## config.mk

```make
export PLATFORM = sky130hd
export DESIGN_NAME = elga_ctrl
export DESIGN_NICKNAME = d
export VERILOG_FILES = /design/src/rtl/core/elga_pkg.sv /design/src/rtl/core/elga_ctrl.sv
export VERILOG_INCLUDE_DIRS = /design/src /design/src/rtl/core
export SDC_FILE = /design/constraint.sdc
export NUM_CORES = 1
export LEC_CHECK = 0
export BUFFER_PORTS_ARGS = -buffer_cell sky130_fd_sc_hd__buf_2
export CORE_AREA = 4 4 41 43
export CTS_BUF_LIST = sky130_fd_sc_hd__clkbuf_8
export DETAILED_ROUTE_END_ITERATION = 8
export DIE_AREA = 0 0 45 47
export SLEW_MARGIN = 0
export SYNTH_ARGS = -nofsm -noshare
export SYNTH_HDL_FRONTEND = slang
export SYNTH_SLANG_ARGS = --single-unit
```

## constraint.sdc

```tcl
create_clock -name clk -period 1.4 [get_ports clk]
set_clock_uncertainty 0.05 [all_clocks]
set_input_delay 0.21 -clock clk [delete_from_list [all_inputs] [get_ports clk]]
set_output_delay 0.21 -clock clk [all_outputs]
set_load 0.01 [all_outputs]
```

## src/rtl/core/embedding_lookup_grad_accumulate_core_assert.svh

```systemverilog
// Assertion macros shared by the embedding engine RTL.
// Each expands to a labeled concurrent assertion clocked on clk, disabled in reset.
`ifndef EMBEDDING_LOOKUP_GRAD_ACCUMULATE_CORE_ASSERT_SVH
`define EMBEDDING_LOOKUP_GRAD_ACCUMULATE_CORE_ASSERT_SVH

// same-cycle implication
`define ELGA_ASSERT_IMP(lbl, ante, cons) \
    lbl: assert property (@(posedge clk) disable iff (!rst_n) (ante) |-> (cons)) \
        else $error("elga assertion failed");

// next-cycle implication
`define ELGA_ASSERT_NXT(lbl, ante, cons) \
    lbl: assert property (@(posedge clk) disable iff (!rst_n) (ante) |=> (cons)) \
        else $error("elga assertion failed");

`endif

```

## src/rtl/core/elga_pkg.sv

```systemverilog
// Package for the embedding lookup and gradient accumulate engine.
// Holds sizes, command and state codes, controller/datapath structs and helpers.
package elga_pkg;

    localparam int VOCAB      = 1024;
    localparam int DIM        = 16;
    localparam int DEPTH      = VOCAB * DIM;
    localparam int ADDR_W     = $clog2(DEPTH);
    localparam int TOK_W      = $clog2(VOCAB);
    localparam int COL_W      = (DIM > 1) ? $clog2(DIM) : 1;
    localparam int Q_W        = 32;
    localparam int ELEM_W     = 4;
    localparam int COLUMN_W   = 4;
    localparam int CMD_W      = 2;
    localparam int IN_DATA_W  = 72;
    localparam int OUT_DATA_W = 40;

    localparam logic [Q_W-1:0] Q_MAX = 32'h7FFF_FFFF;
    localparam logic [Q_W-1:0] Q_MIN = 32'h8000_0000;

    typedef enum logic [CMD_W-1:0] {
        CMD_WRITE,
        CMD_LOOKUP,
        CMD_ACCUM,
        CMD_READ
    } cmd_t;

    typedef enum logic [2:0] {
        ST_CLEAR,
        ST_IDLE,
        ST_ACCUM,
        ST_READ,
        ST_LOOKUP
    } state_t;

    typedef struct packed {
        logic take;        // latch the accepted beat
        logic wr_weight;   // store weight element from the input beat
        logic grad_rd_in;  // read gradient at the input beat's address
        logic accum_wr;    // write saturated sum back
        logic clr_wr;      // clearing pass: zero one gradient entry
        logic lk_start;    // start a row lookup at column 0
        logic lk_next;     // emit current column, fetch the next
        logic rd_out;      // emit the gradient read result
    } dp_cmd_t;

    typedef struct packed {
        logic clr_last;
        logic col_last;
        logic out_free;
    } dp_sts_t;

    function automatic logic [TOK_W-1:0] clamp_token(input logic signed [Q_W-1:0] tok);
        logic [TOK_W-1:0] r;
        if (tok[Q_W-1])
            r = '0;
        else if (tok >= VOCAB)
            r = TOK_W'(VOCAB - 1);
        else
            r = tok[TOK_W-1:0];
        return r;
    endfunction

    function automatic logic [Q_W-1:0] sat_add(input logic [Q_W-1:0] a,
                                               input logic [Q_W-1:0] b);
        logic [Q_W-1:0] s;
        s = a + b;
        if ((a[Q_W-1] == b[Q_W-1]) && (s[Q_W-1] != a[Q_W-1]))
            s = a[Q_W-1] ? Q_MIN : Q_MAX;
        return s;
    endfunction

endpackage

```

## src/rtl/core/elga_ctrl.sv

```systemverilog
// Controller of the embedding engine: clearing pass, command decode and sequencing.
// Depends on elga_pkg and the assertion macro header.
`include "embedding_lookup_grad_accumulate_core_assert.svh"

module elga_ctrl
    import elga_pkg::*;
(
    input  logic             clk,
    input  logic             rst_n,
    input  logic             in_valid,
    output logic             in_ready,
    input  logic [CMD_W-1:0] in_command,
    input  dp_sts_t          sts,
    output dp_cmd_t          cmd
);

    state_t state_reg;
    state_t state_next;

    always_ff @(posedge clk or negedge rst_n)
    begin
        if (!rst_n)
            state_reg <= ST_CLEAR;
        else
            state_reg <= state_next;
    end

    always_comb
    begin
        state_next = state_reg;
        cmd        = '0;
        in_ready   = 1'b0;
        case (state_reg)
            ST_CLEAR:
            begin
                cmd.clr_wr = 1'b1;
                if (sts.clr_last)
                    state_next = ST_IDLE;
            end
            ST_IDLE:
            begin
                in_ready = 1'b1;
                if (in_valid)
                begin
                    cmd.take = 1'b1;
                    case (cmd_t'(in_command))
                        CMD_WRITE:  cmd.wr_weight = 1'b1;
                        CMD_LOOKUP:
                        begin
                            cmd.lk_start = 1'b1;
                            state_next   = ST_LOOKUP;
                        end
                        CMD_ACCUM:
                        begin
                            cmd.grad_rd_in = 1'b1;
                            state_next     = ST_ACCUM;
                        end
                        CMD_READ:
                        begin
                            cmd.grad_rd_in = 1'b1;
                            state_next     = ST_READ;
                        end
                        default:    cmd.take = 1'b1;
                    endcase
                end
            end
            ST_ACCUM:
            begin
                cmd.accum_wr = 1'b1;
                state_next   = ST_IDLE;
            end
            ST_READ:
            begin
                // hold the read data until the output register frees up
                if (sts.out_free)
                begin
                    cmd.rd_out = 1'b1;
                    state_next = ST_IDLE;
                end
            end
            ST_LOOKUP:
            begin
                if (sts.out_free)
                begin
                    cmd.lk_next = 1'b1;
                    if (sts.col_last)
                        state_next = ST_IDLE;
                end
            end
            default:    state_next = ST_IDLE;
        endcase
    end

    `ELGA_ASSERT_NXT(a_clear_ends_idle, state_reg == ST_CLEAR && sts.clr_last, state_reg == ST_IDLE)
    `ELGA_ASSERT_IMP(a_emit_needs_room, cmd.lk_next || cmd.rd_out, sts.out_free)
    `ELGA_ASSERT_IMP(a_accum_after_read, cmd.accum_wr, $past(cmd.grad_rd_in))
    `ELGA_ASSERT_IMP(a_no_accept_in_clear, state_reg == ST_CLEAR, !cmd.take && !cmd.clr_wr == 1'b0)

endmodule
```

* Yosys cells after proc, flatten, opt, wreduce, memory -nomap -nowiden
Cells that the tools add are included.
** Cells by class
- Equal/unequal tests :: 13
- Mux-type cells :: 20
- Reductions and logical operators :: 4
** Operators with widths (count)
- two-way mux 3 bit :: 7
- one-hot mux 3 bit (4 select lines) :: 1
- two-way mux 1 bit :: 11
- != test 2 bit, second input constant :: 5
- one-hot mux 3 bit (3 select lines) :: 1
- equality test 3 x 2 -> 1 bit, second input constant :: 2
- AND reduction 6 bit :: 1
- equality test 2 bit, second input constant :: 2
- != test 4 x 1 -> 1 bit, second input constant :: 1
- equality test 3 x 1 -> 1 bit, second input constant :: 1
- equality test 3 bit, second input constant :: 1
- logical NOT 3 bit :: 1
- equality test 2 x 1 -> 1 bit, second input constant :: 1
- logical NOT 2 bit :: 1
- OR reduction 2 bit :: 1
** Storage, ports and cells
- Register bits after elaboration :: 3
- Bits of input ports :: 8
- Output and inout port bits :: 9
- Word-level logic and storage cells :: 38

* Depth between registers and ports, before layout
Gate-level depths: netlist of the first run.
- Word-level depth :: 5
- Mapped depth :: 4
- Mapped depth without buffers :: 3

* Least setup slack after synthesis of the first run
OpenSTA, ideal clock, no wires.
- Path type :: register to output
- Start point :: register state_reg[1]
- End point :: output port cmd[6] (netlist bit)
- Data arrival time :: 1116 ps
- Slack :: 24 ps
- Cell stages (with the launch flop) :: 3
- Cells stage by stage :: dfrtp_1 -> and4bb_4 -> nor3b_1
** RTL lines
- start: declaration :: line elga_ctrl.sv:17 : state_t state_reg;
- start signal: assignment :: line elga_ctrl.sv:25 : state_reg <= state_next;
- end: declaration :: line elga_ctrl.sv:14 : output dp_cmd_t cmd

==> results of run 1 <==
per-layer routing:
layer	up-vias	part of all wire [%]	track usage, %
met5	-	0	0
met4	0	1.1	8.77
met3	2	11	5.36
met2	20	45	12.4
met1	120	42	9.17
li1	145	-	-
synth_stat cells, drive strengths merged:
| cell type | number |
|---|---|
| dfrtp | 3 |
| a21o | 1 |
| buf | 1 |
| and3b | 1 |
| nand3b | 1 |
| o211ai | 1 |
| nor2 | 1 |
| and2 | 4 |
| and3 | 1 |
| nand2 | 3 |
| mux2i | 1 |
| nor2b | 1 |
| nor3 | 1 |
| a32oi | 1 |
| nor3b | 3 |
| a32o | 1 |
| and4bb | 1 |
kinds of logic after synthesis:
logic type             after synthesis
muxes                                1
DFF                                  3
AOI/OAI and AO/OA                    4
buffers and inverters                1
and+or+nand+nor                     17
cells in the final DEF, fill, tap and decap left out:
master / Yosys / layout
buf_2: 1 / 14
and2_1: 3 / 3
nand2_1: 3 / 3
clkbuf_8: 0 / 3
buf_6: 0 / 3
buf_4: 0 / 3
dfrtp_1: 3 / 3
nor3b_2: 0 / 2
nor2_4: 0 / 1
and4bb_4: 1 / 1
and2_2: 1 / 1
nor2b_1: 1 / 1
and3_2: 1 / 1
nor3b_4: 0 / 1
and3b_4: 1 / 1
nor3_2: 0 / 1
o211ai_1: 1 / 1
nand3b_1: 1 / 1
a32oi_1: 1 / 1
a32o_1: 1 / 1
mux2i_1: 1 / 1
a21o_1: 1 / 1
inv_1: 0 / 1
dlygate4sd3_1: 0 / 1
critical path, delay by kind of cell, from the launching register on:
kind / cells / cell delay, ps
buffers and inverters: 1 / 150
and+or+nand+nor: 2 / 480
DFF: 1 / 400
per-stage QoR:
step | hold slack (ps) | instance area (um2) | TNS [ps] | util [%] | power, mW
6_report | 254 | 472 | -287 | 36.3 | 0.771
5_1_grt | 270 | 472 | -647 | 36.3 | 0.828
4_1_cts | 249 | 460 | -312 | 35.4 | 0.764
3_5_place_dp | -36.8 | 352 | 0 | 27.0 | 0.454
3_3_place_gp | -38.2 | 352 | 0 | 27.0 | 0.452
2_1_floorplan | -136 | 243 | 0 | - | 0.332
power by group through the flow:
stage | Sequential [mW] | Clock (mW) | Combinational (mW)
after floorplan | 0.130 | 0 | 0.202
after global placement | 0.142 | 0 | 0.311
after detailed placement | 0.142 | 0 | 0.312
after CTS | 0.144 | 0.253 | 0.367
after global routing | 0.148 | 0.264 | 0.416
final | 0.145 | 0.244 | 0.382
cell type report:
class,instances,share of cell area [%]
well taps,15,3.98
multi-input cells,22,41.6
flip-flops and latches,3,15.9
clock buffers,3,8.75
clock inverters,1,0.796
repair buffers,21,28.9
path summary, 6_finish.rpt:
check	startpoint	to	slack, ps	depth (start not counted)
max	state_reg[1]	cmd[6]	-110	3
min	sts[1]	state_reg[2]	250	3
max reg2reg	state_reg[0]	state_reg[2]	160	4
min reg2reg	state_reg[2]	state_reg[1]	540	2
max in group asynchronous	rst_n	state_reg[0]	920	2
min in group asynchronous	rst_n	state_reg[1]	270	2
repair_timing:
item | in CTS | in global routing
setup buffers | 2 | 0
hold endpoints to repair | 3 | 0
setup endpoints to repair | 6 | 8
resized for setup | 8 | 2
hold buffers | 1 | 0
pin swaps | 4 | 1
==> impl_metrics.env, run 1 <==
export IMPL_ys_warn_count=0
export IMPL_area_delta_synth_final_pct=94.3
export IMPL_drtPass1Iterations=2
export IMPL_synth_cells=26
export IMPL_worstSkewPairLatency_ps=220
export IMPL_layout_setup_ws_ps=-111
export IMPL_startpoint_type="register"
export IMPL_cts_root_buf="clkbuf_8"
export IMPL_yosysTopAreaCell="dfrtp_1"
export IMPL_multi_input_area_um2=196
export IMPL_ys_seq_area_share_pct=30.9
export IMPL_htree_num_levels=1
export IMPL_power_share_switching_pct=34.2
export IMPL_dieArea_mm2=0.00212
export IMPL_dp_cells=58
export IMPL_syn_cell_area_um2=243
export IMPL_endpoint_kind="primary output"
export IMPL_core_mm2=0.00130
export IMPL_diodes=0
export IMPL_clockPowerShare_pct=31.7
export IMPL_layout_min_cycle_time_ps=1510
export IMPL_outcome="complete, but fails checks"
export IMPL_crit_chain="and4bb_4 -> nor3b_2 -> buf_2"
export IMPL_wl_per_cell_um=11.4
export IMPL_path_max_fanout=4
export IMPL_grt_pass1_vias=312
export IMPL_std_cell_rows=13
export IMPL_crit_type="register to primary output"
export IMPL_avgSynthCellArea_um2=9.34
export IMPL_detail_route_antenna_nets=0
export IMPL_drc=0
export IMPL_arrival_ps=1250
export IMPL_synth_xor_area_share_pct=0
export IMPL_clkTransAtPathRegs_ps=30
export IMPL_synth_simple_area_share_pct=49.0
export IMPL_synth_compound_area_share_pct=13.9
export IMPL_nNetsFinal=59
export IMPL_power_density_mw_per_mm2=1630
export IMPL_cts_buffers=3
export IMPL_comb_power_share_pct=49.5
export IMPL_vias=287
export IMPL_largest_reg_flops=3
export IMPL_p_int_mw=0.507
export IMPL_p_leak_nw=0.237
export IMPL_tightest_slew_ps=222
export IMPL_gp_congestion=0.766
export IMPL_drv_slew=0
export IMPL_grt_pass1_wl_um=1250
export IMPL_vdd_ir_drop_worst_mv=0.615
export IMPL_hold_viol=0
export IMPL_first_iter_violations=3
export IMPL_drive_gt1_share_pct=64.0
export IMPL_rsz0062_at_grt="true"
export IMPL_seq_power_share_pct=18.8
export IMPL_synth_adder_area_share_pct=0
export IMPL_failed_checks="negative setup slack"
export IMPL_gr_total_overflow=0
export IMPL_n_fill_cell=145
export IMPL_start_util_pct=18.7
export IMPL_final_cells=65
export IMPL_antenna_found_initial=0
export IMPL_viasPerCell=4.42
export IMPL_clock_path_buffers=2
export IMPL_hp_class="input pin to register"
export IMPL_dpl_hpwl_um=549
export IMPL_switching_power_mw=0.264
export IMPL_ioPinCount=17
export IMPL_drv_cap=0
export IMPL_synth_seq_cells=3
export IMPL_grt_start_max_net_pins=7
export IMPL_synth_top_area_share_pct=30.9
export IMPL_max_slew_margin_pct=85.1
export IMPL_cp_slowest_cell="dfrtp_1"
export IMPL_synth_mux_area_share_pct=4.12
export IMPL_seq_area_um2=75.1
export IMPL_fp_dieH_um=47
export IMPL_ys_types=18
export IMPL_portBuffers=16
export IMPL_fin_crit_sh_pct=108
export IMPL_syn_num_nets=34
export IMPL_fmax_mhz=662
export IMPL_numClockSinks=3
export IMPL_drt_total_wl_um=740
export IMPL_crit_required_ps=1140
export IMPL_setup_viol=5
export IMPL_grt_total_usage_pct=8.95
export IMPL_cts_tree="done"
export IMPL_synth_top_family_by_area="simple AND/OR/NAND/NOR gates"
export IMPL_ys_top_cells_by_area="dfrtp_1, nor3b_1, and2_1, and4bb_4, and3b_4"
export IMPL_max_stage_delay_ps=400
export IMPL_pre_cts_slack_ps=72.8
export IMPL_die_w_um=45
Power figures use the tool's default switching activity.
==> inputs of run 2 (changes only) <==
--- a/config.mk
+++ b/config.mk
@@ -11,6 +11,8 @@
 export CTS_BUF_LIST = sky130_fd_sc_hd__clkbuf_8
 export DETAILED_ROUTE_END_ITERATION = 8
 export DIE_AREA = 0 0 45 47
+export PLACE_DENSITY = 0.54
+export SKIP_LAST_GASP = 1
 export SLEW_MARGIN = 0
 export SYNTH_ARGS = -nofsm -noshare
 export SYNTH_HDL_FRONTEND = slang
==> constraint.sdc (replaced) <==
create_clock -name clk -period 1.4 [get_ports clk]
set_clock_uncertainty 0.05 [all_clocks]
set_input_delay 0.21 -clock clk [delete_from_list [all_inputs] [get_ports clk]]
set_output_delay 0.21 -clock clk [all_outputs]
set_load 0.05 [all_outputs]
==> run 2 against run 1 <==
The flow still finishes with violations (negative setup slack). Critical path depth stayed put. Highest routed layer unchanged. Total power is 49% higher. Final cell count is 9.2% higher. Critical endpoint unchanged. Worst hold slack better by 4.0 ps. Die area stayed put. Maximum frequency is 3.7% lower. Clock power hardly changed. Utilization is 8.8 points higher. Largest cell class is now buffers. Sequential share of layout area is 3.1 points lower. Global-route usage is 1.0 points higher. Non-clock buffer count is 6 higher. Count of clock-buffer cells in the layout stayed put.
==> impl_metrics.env, run 2 (synthesis gave the netlist of run 1 again) <==
export IMPL_rsz0062_at_grt="true"
export IMPL_first_iter_violations=2
export IMPL_seq_area_um2=75.1
export IMPL_vias=311
export IMPL_viasPerCell=4.38
export IMPL_nNetsFinal=65
export IMPL_cp_endpoint="cmd[6]"
export IMPL_cts_root_buf="clkbuf_8"
export IMPL_grt_pass1_wl_um=1420
export IMPL_layout_min_cycle_time_ps=1570
export IMPL_cts_buffers=3
export IMPL_p_leak_nw=0.285
export IMPL_whs_ps=258
export IMPL_path_max_fanout=4
export IMPL_arrival_ps=1310
export IMPL_grt_total_usage_pct=9.97
export IMPL_total_power_mw=1.15
export IMPL_portBuffers=16
export IMPL_core_mm2=0.00130
export IMPL_drtPass1Iterations=2
export IMPL_crit_type="register to primary output"
export IMPL_crit_required_ps=1140
export IMPL_rr_worst_depth=7
export IMPL_detail_route_antenna_nets=0
export IMPL_power_density_mw_per_mm2=1950
export IMPL_hold_viol=0
export IMPL_dieArea_mm2=0.00212
export IMPL_drc=0
export IMPL_outcome="complete, but fails checks"
export IMPL_std_cell_rows=13
export IMPL_pre_cts_slack_ps=-55.4
export IMPL_final_setup_tns_ps=-949
export IMPL_grt_start_max_net_pins=8
export IMPL_ioPinCount=17
export IMPL_start_util_pct=18.7
export IMPL_r2r_setup_slack_ps=-10
export IMPL_antenna_found_initial=0
export IMPL_vdd_ir_drop_worst_mv=0.870
export IMPL_rr_startpoint="state_reg[1]"
export IMPL_numClockSinks=3
export IMPL_n_fill_cell=138
export IMPL_fp_dieH_um=47
export IMPL_die_w_um=45
export IMPL_clkTransAtPathRegs_ps=30
export IMPL_htree_num_levels=1
export IMPL_multi_input_area_um2=214
export IMPL_grt_pass1_vias=337
export IMPL_largest_reg_flops=3
export IMPL_cts_tree="done"
export IMPL_diodes=0
export IMPL_drv_slew=0
export IMPL_layout_commonest_cell="buf_4"
export IMPL_fin_crit_sh_pct=112
export IMPL_critical_path_startpoint="state_reg[1]"
export IMPL_worstSkewPairLatency_ps=220
export IMPL_r2r_end="state_reg[0]"
export IMPL_max_slew_margin_pct=83.6
export IMPL_hp_class="input pin to register"
export IMPL_dp_cells=61
export IMPL_gp_congestion=0.677
export IMPL_setup_viol=10
export IMPL_area_delta_synth_final_pct=142
export IMPL_fmax_mhz=637
export IMPL_drt_total_wl_um=833
export IMPL_gr_total_overflow=0
export IMPL_tightest_slew_ps=247
export IMPL_clock_path_buffers=2
export IMPL_layout_setup_ws_ps=-169
export IMPL_failed_checks="negative setup slack"
export IMPL_min_path_cells=3
export IMPL_endpoint_kind="primary output"
export IMPL_layout_common_cells="buf_4, buf_2, buf_6, buf_8"
export IMPL_final_cells=71
export IMPL_startpoint_type="register"
export IMPL_wl_per_cell_um=11.7
export IMPL_drv_cap=0
export IMPL_drive_gt1_share_pct=71.4
export IMPL_dpl_hpwl_um=621
[run 2: worst min path at each step]
stage,startpoint,end,slack (ps)
floorplan,rst_n,state_reg[0],-140
global placement,rst_n,state_reg[1],-40
detailed placement,rst_n,state_reg[0],-40
CTS,sts[2],state_reg[0],250
global route,sts[2],state_reg[0],280
finish,sts[2],state_reg[0],260
[run 2: layout make-up]
| type | count | area share (%) |
|---|---|---|
| well taps | 15 | 3.20 |
| repair buffers | 27 | 39.9 |
| flip-flops and latches | 3 | 12.8 |
| multi-input cells | 22 | 36.5 |
| clock buffers | 3 | 7.04 |
| clock inverters | 1 | 0.640 |
[run 2: where the power goes]
group,switching (mW),internal [mW],total [mW]
combinational,0.417,0.353,0.769
clock,0.0571,0.187,0.244
sequential,0.0194,0.113,0.133
total,0.493,0.652,1.15
[run 2: layer usage]
metal | routed length (um) | GRT usage, % | up-vias
met5 | 0 | 0 | -
met4 | 17 | 8.77 | 0
met3 | 108 | 6.13 | 2
met2 | 328 | 12.7 | 19
met1 | 378 | 11.4 | 132
li1 | - | - | 158
[run 2: worst max-delay path: stages (launching register included)]
cell and delay (ps):
dfrtp_1 370, and4bb_4 360, nor3b_4 190, buf_6 180
[run 2: repair_timing]
| item | in CTS | in global routing |
|---|---|---|
| cloned | 0 | 0 |
| setup endpoints to repair | 9 | 9 |
| pin swaps | 3 | 1 |
| endpoints found under the hold margin | 3 | 0 |
| setup buffers | 5 | 1 |
| hold buffers | 1 | 0 |
| resized for setup | 26 | 2 |
[run 2: stage by stage]
step / util [%] / cell area (um2)
2_1_floorplan: - / 265
3_3_place_gp: 30.5 / 397
5_1_grt: 45.1 / 587
4_1_cts: 43.8 / 569
3_5_place_dp: 30.5 / 397
6_report: 45.1 / 587
==> inputs of run 3 (changes only) <==
--- a/config.mk
+++ b/config.mk
@@ -12,6 +12,7 @@
 export DETAILED_ROUTE_END_ITERATION = 8
 export DIE_AREA = 0 0 45 47
 export PLACE_DENSITY = 0.54
+export SETUP_SLACK_MARGIN = 0.2
 export SKIP_LAST_GASP = 1
 export SLEW_MARGIN = 0
 export SYNTH_ARGS = -nofsm -noshare
==> run 3 against run 2 <==
The run still ends with negative setup slack left. Die area stayed put. Combinational power about the same. Sequential share of layout area rose by 0.21 points. First-iteration DRC count up 50%. Largest cell class unchanged. Highest routed layer is now met3. Total power rose by 0.42%. Sequential power is 7% higher.
==> impl_metrics.env, run 3 (synthesis gave the netlist of run 1 again) <==
export IMPL_outcome="complete, but fails checks"
export IMPL_failed_checks="negative setup slack"
export IMPL_endpoint_kind="primary output"
export IMPL_power_density_mw_per_mm2=1960
export IMPL_drv_cap=0
export IMPL_crit_type="register to primary output"
export IMPL_rsz0062_at_grt="true"
export IMPL_n_fill_cell=125
export IMPL_pre_cts_slack_ps=2.91
export IMPL_seq_power_share_pct=12.3
export IMPL_crit_required_ps=1140
export IMPL_first_iter_violations=3
export IMPL_arrival_ps=1270
export IMPL_fmax_mhz=653
export IMPL_max_slew_margin_pct=83.4
export IMPL_clock_path_buffers=2
export IMPL_p_int_mw=0.667
export IMPL_drc=0
export IMPL_multi_input_area_um2=220
export IMPL_final_cells=69
export IMPL_dp_cells=63
export IMPL_drive_gt1_share_pct=74.1
export IMPL_numClockSinks=3
export IMPL_fp_dieH_um=47
export IMPL_layout_setup_ws_ps=-131
export IMPL_layout_commonest_cell="buf_2"
export IMPL_cts_buffers=3
export IMPL_cp_slowest_cell="dfrtp_1"
export IMPL_whs_ps=260
export IMPL_area_delta_synth_final_pct=142
export IMPL_worstSkewPairLatency_ps=210
export IMPL_comb_power_share_pct=66.8
export IMPL_power_share_switching_pct=42.0
export IMPL_p_leak_nw=0.276
export IMPL_grt_pass1_wl_um=1180
export IMPL_tightest_slew_ps=250
export IMPL_final_setup_tns_ps=-509
export IMPL_std_cell_rows=13
export IMPL_htree_num_levels=1
export IMPL_path_max_fanout=4
export IMPL_gr_total_overflow=0
export IMPL_dr_max_layer_used="met3"
export IMPL_dpl_hpwl_um=601
export IMPL_detail_route_antenna_nets=0
export IMPL_drtPass1Iterations=3
export IMPL_min_path_cells=3
export IMPL_wl_per_cell_um=10.6
export IMPL_fin_crit_sh_pct=109
export IMPL_portBuffers=16
export IMPL_dieArea_mm2=0.00212
export IMPL_start_util_pct=18.7
export IMPL_rr_worst_depth=5
export IMPL_crit_chain="and4bb_4 -> nor3b_4 -> buf_6"
export IMPL_clockPowerShare_pct=20.9
export IMPL_wl_met3_um=10
export IMPL_final_area_um2=587
export IMPL_hold_viol=0
export IMPL_die_w_um=45
export IMPL_total_power_mw=1.15
export IMPL_cp_depth=3
export IMPL_hp_class="input pin to register"
export IMPL_max_stage_delay_ps=360
export IMPL_drv_slew=0
export IMPL_seq_area_um2=76.3
export IMPL_antenna_found_initial=0
export IMPL_largest_reg_flops=3
export IMPL_cts_root_buf="clkbuf_8"
export IMPL_vdd_ir_drop_worst_mv=1.00
export IMPL_placed_cell_area_um2=419
export IMPL_drt_met1_wl_um=294
export IMPL_viasPerCell=4.30
export IMPL_ioPinCount=17
export IMPL_cp_top_family="simple AND/OR/NAND/NOR gates"
export IMPL_clkTransAtPathRegs_ps=30
export IMPL_grt_pass1_vias=292
export IMPL_wl_met2_um=424
export IMPL_nNetsFinal=63
export IMPL_startpoint_type="register"
export IMPL_gp_congestion=0.699
export IMPL_layout_min_cycle_time_ps=1530
export IMPL_layout_common_cells="buf_2, buf_4, buf_8, buf_6"
export IMPL_setup_viol=7
export IMPL_cts_tree="done"
export IMPL_core_mm2=0.00130
export IMPL_drt_total_wl_um=730
export IMPL_grt_start_max_net_pins=7
export IMPL_grt_total_usage_pct=7.60
export IMPL_vias=297
export IMPL_diodes=0
export IMPL_switching_power_mw=0.483
export IMPL_worst_path_buf_inv=1
export IMPL_final_util_pct=45.1
run 3: changes by cell type in the layout (fill, tap and decap cells not counted), sizes merged:
cell / change
buf: -2
run 3: routing by layer:
metal | track usage, % | vias up
met3 | 1.15 | 0
li1 | - | 151
met2 | 14.1 | 3
met4 | 3.51 | 0
met1 | 8.47 | 143
met5 | 0 | -
run 3: worst reg2reg max path, stage by stage, from the launching register on:
cell     delay, ps
dfrtp_1        330
buf_4          170
nor3b_2        210
buf_4          150
a32oi_1         50
a32o_1         220
run 3: path summary, 6_finish.rpt:
path                            slack (ps)           end         start
worst max-delay path                  -130        cmd[6]  state_reg[2]
worst min-delay path                   260  state_reg[0]        sts[2]
worst max register to register         120  state_reg[0]  state_reg[2]
worst min register to register         650  state_reg[0]  state_reg[0]
max in group asynchronous              910  state_reg[0]         rst_n
min in group asynchronous              280  state_reg[2]         rst_n
run 3: power groups by stage:
stage                     combinational (mW)  sequential, mW  clock [mW]
after floorplan                        0.434           0.137           0
after global placement                 0.590           0.140           0
after detailed placement               0.590           0.139           0
after CTS                              0.716           0.140       0.248
after global routing                   0.810           0.150       0.266
final                                  0.768           0.142       0.241
run 3: layout make-up:
cell class	count	area share [%]
repair buffers	25	38.6
clock inverters	1	0.640
clock buffers	3	7.04
well taps	15	3.20
multi-input cells	22	37.5
flip-flops and latches	3	13.0
run 3: what timing repair did:
action                                  in CTS  in global routing
hold endpoints to repair                     3                  0
pin swaps                                    1                  0
resized for setup                           22                  9
buffers inserted                             0                  1
endpoints found under the setup margin      10                 10
hold buffers                                 1                  0
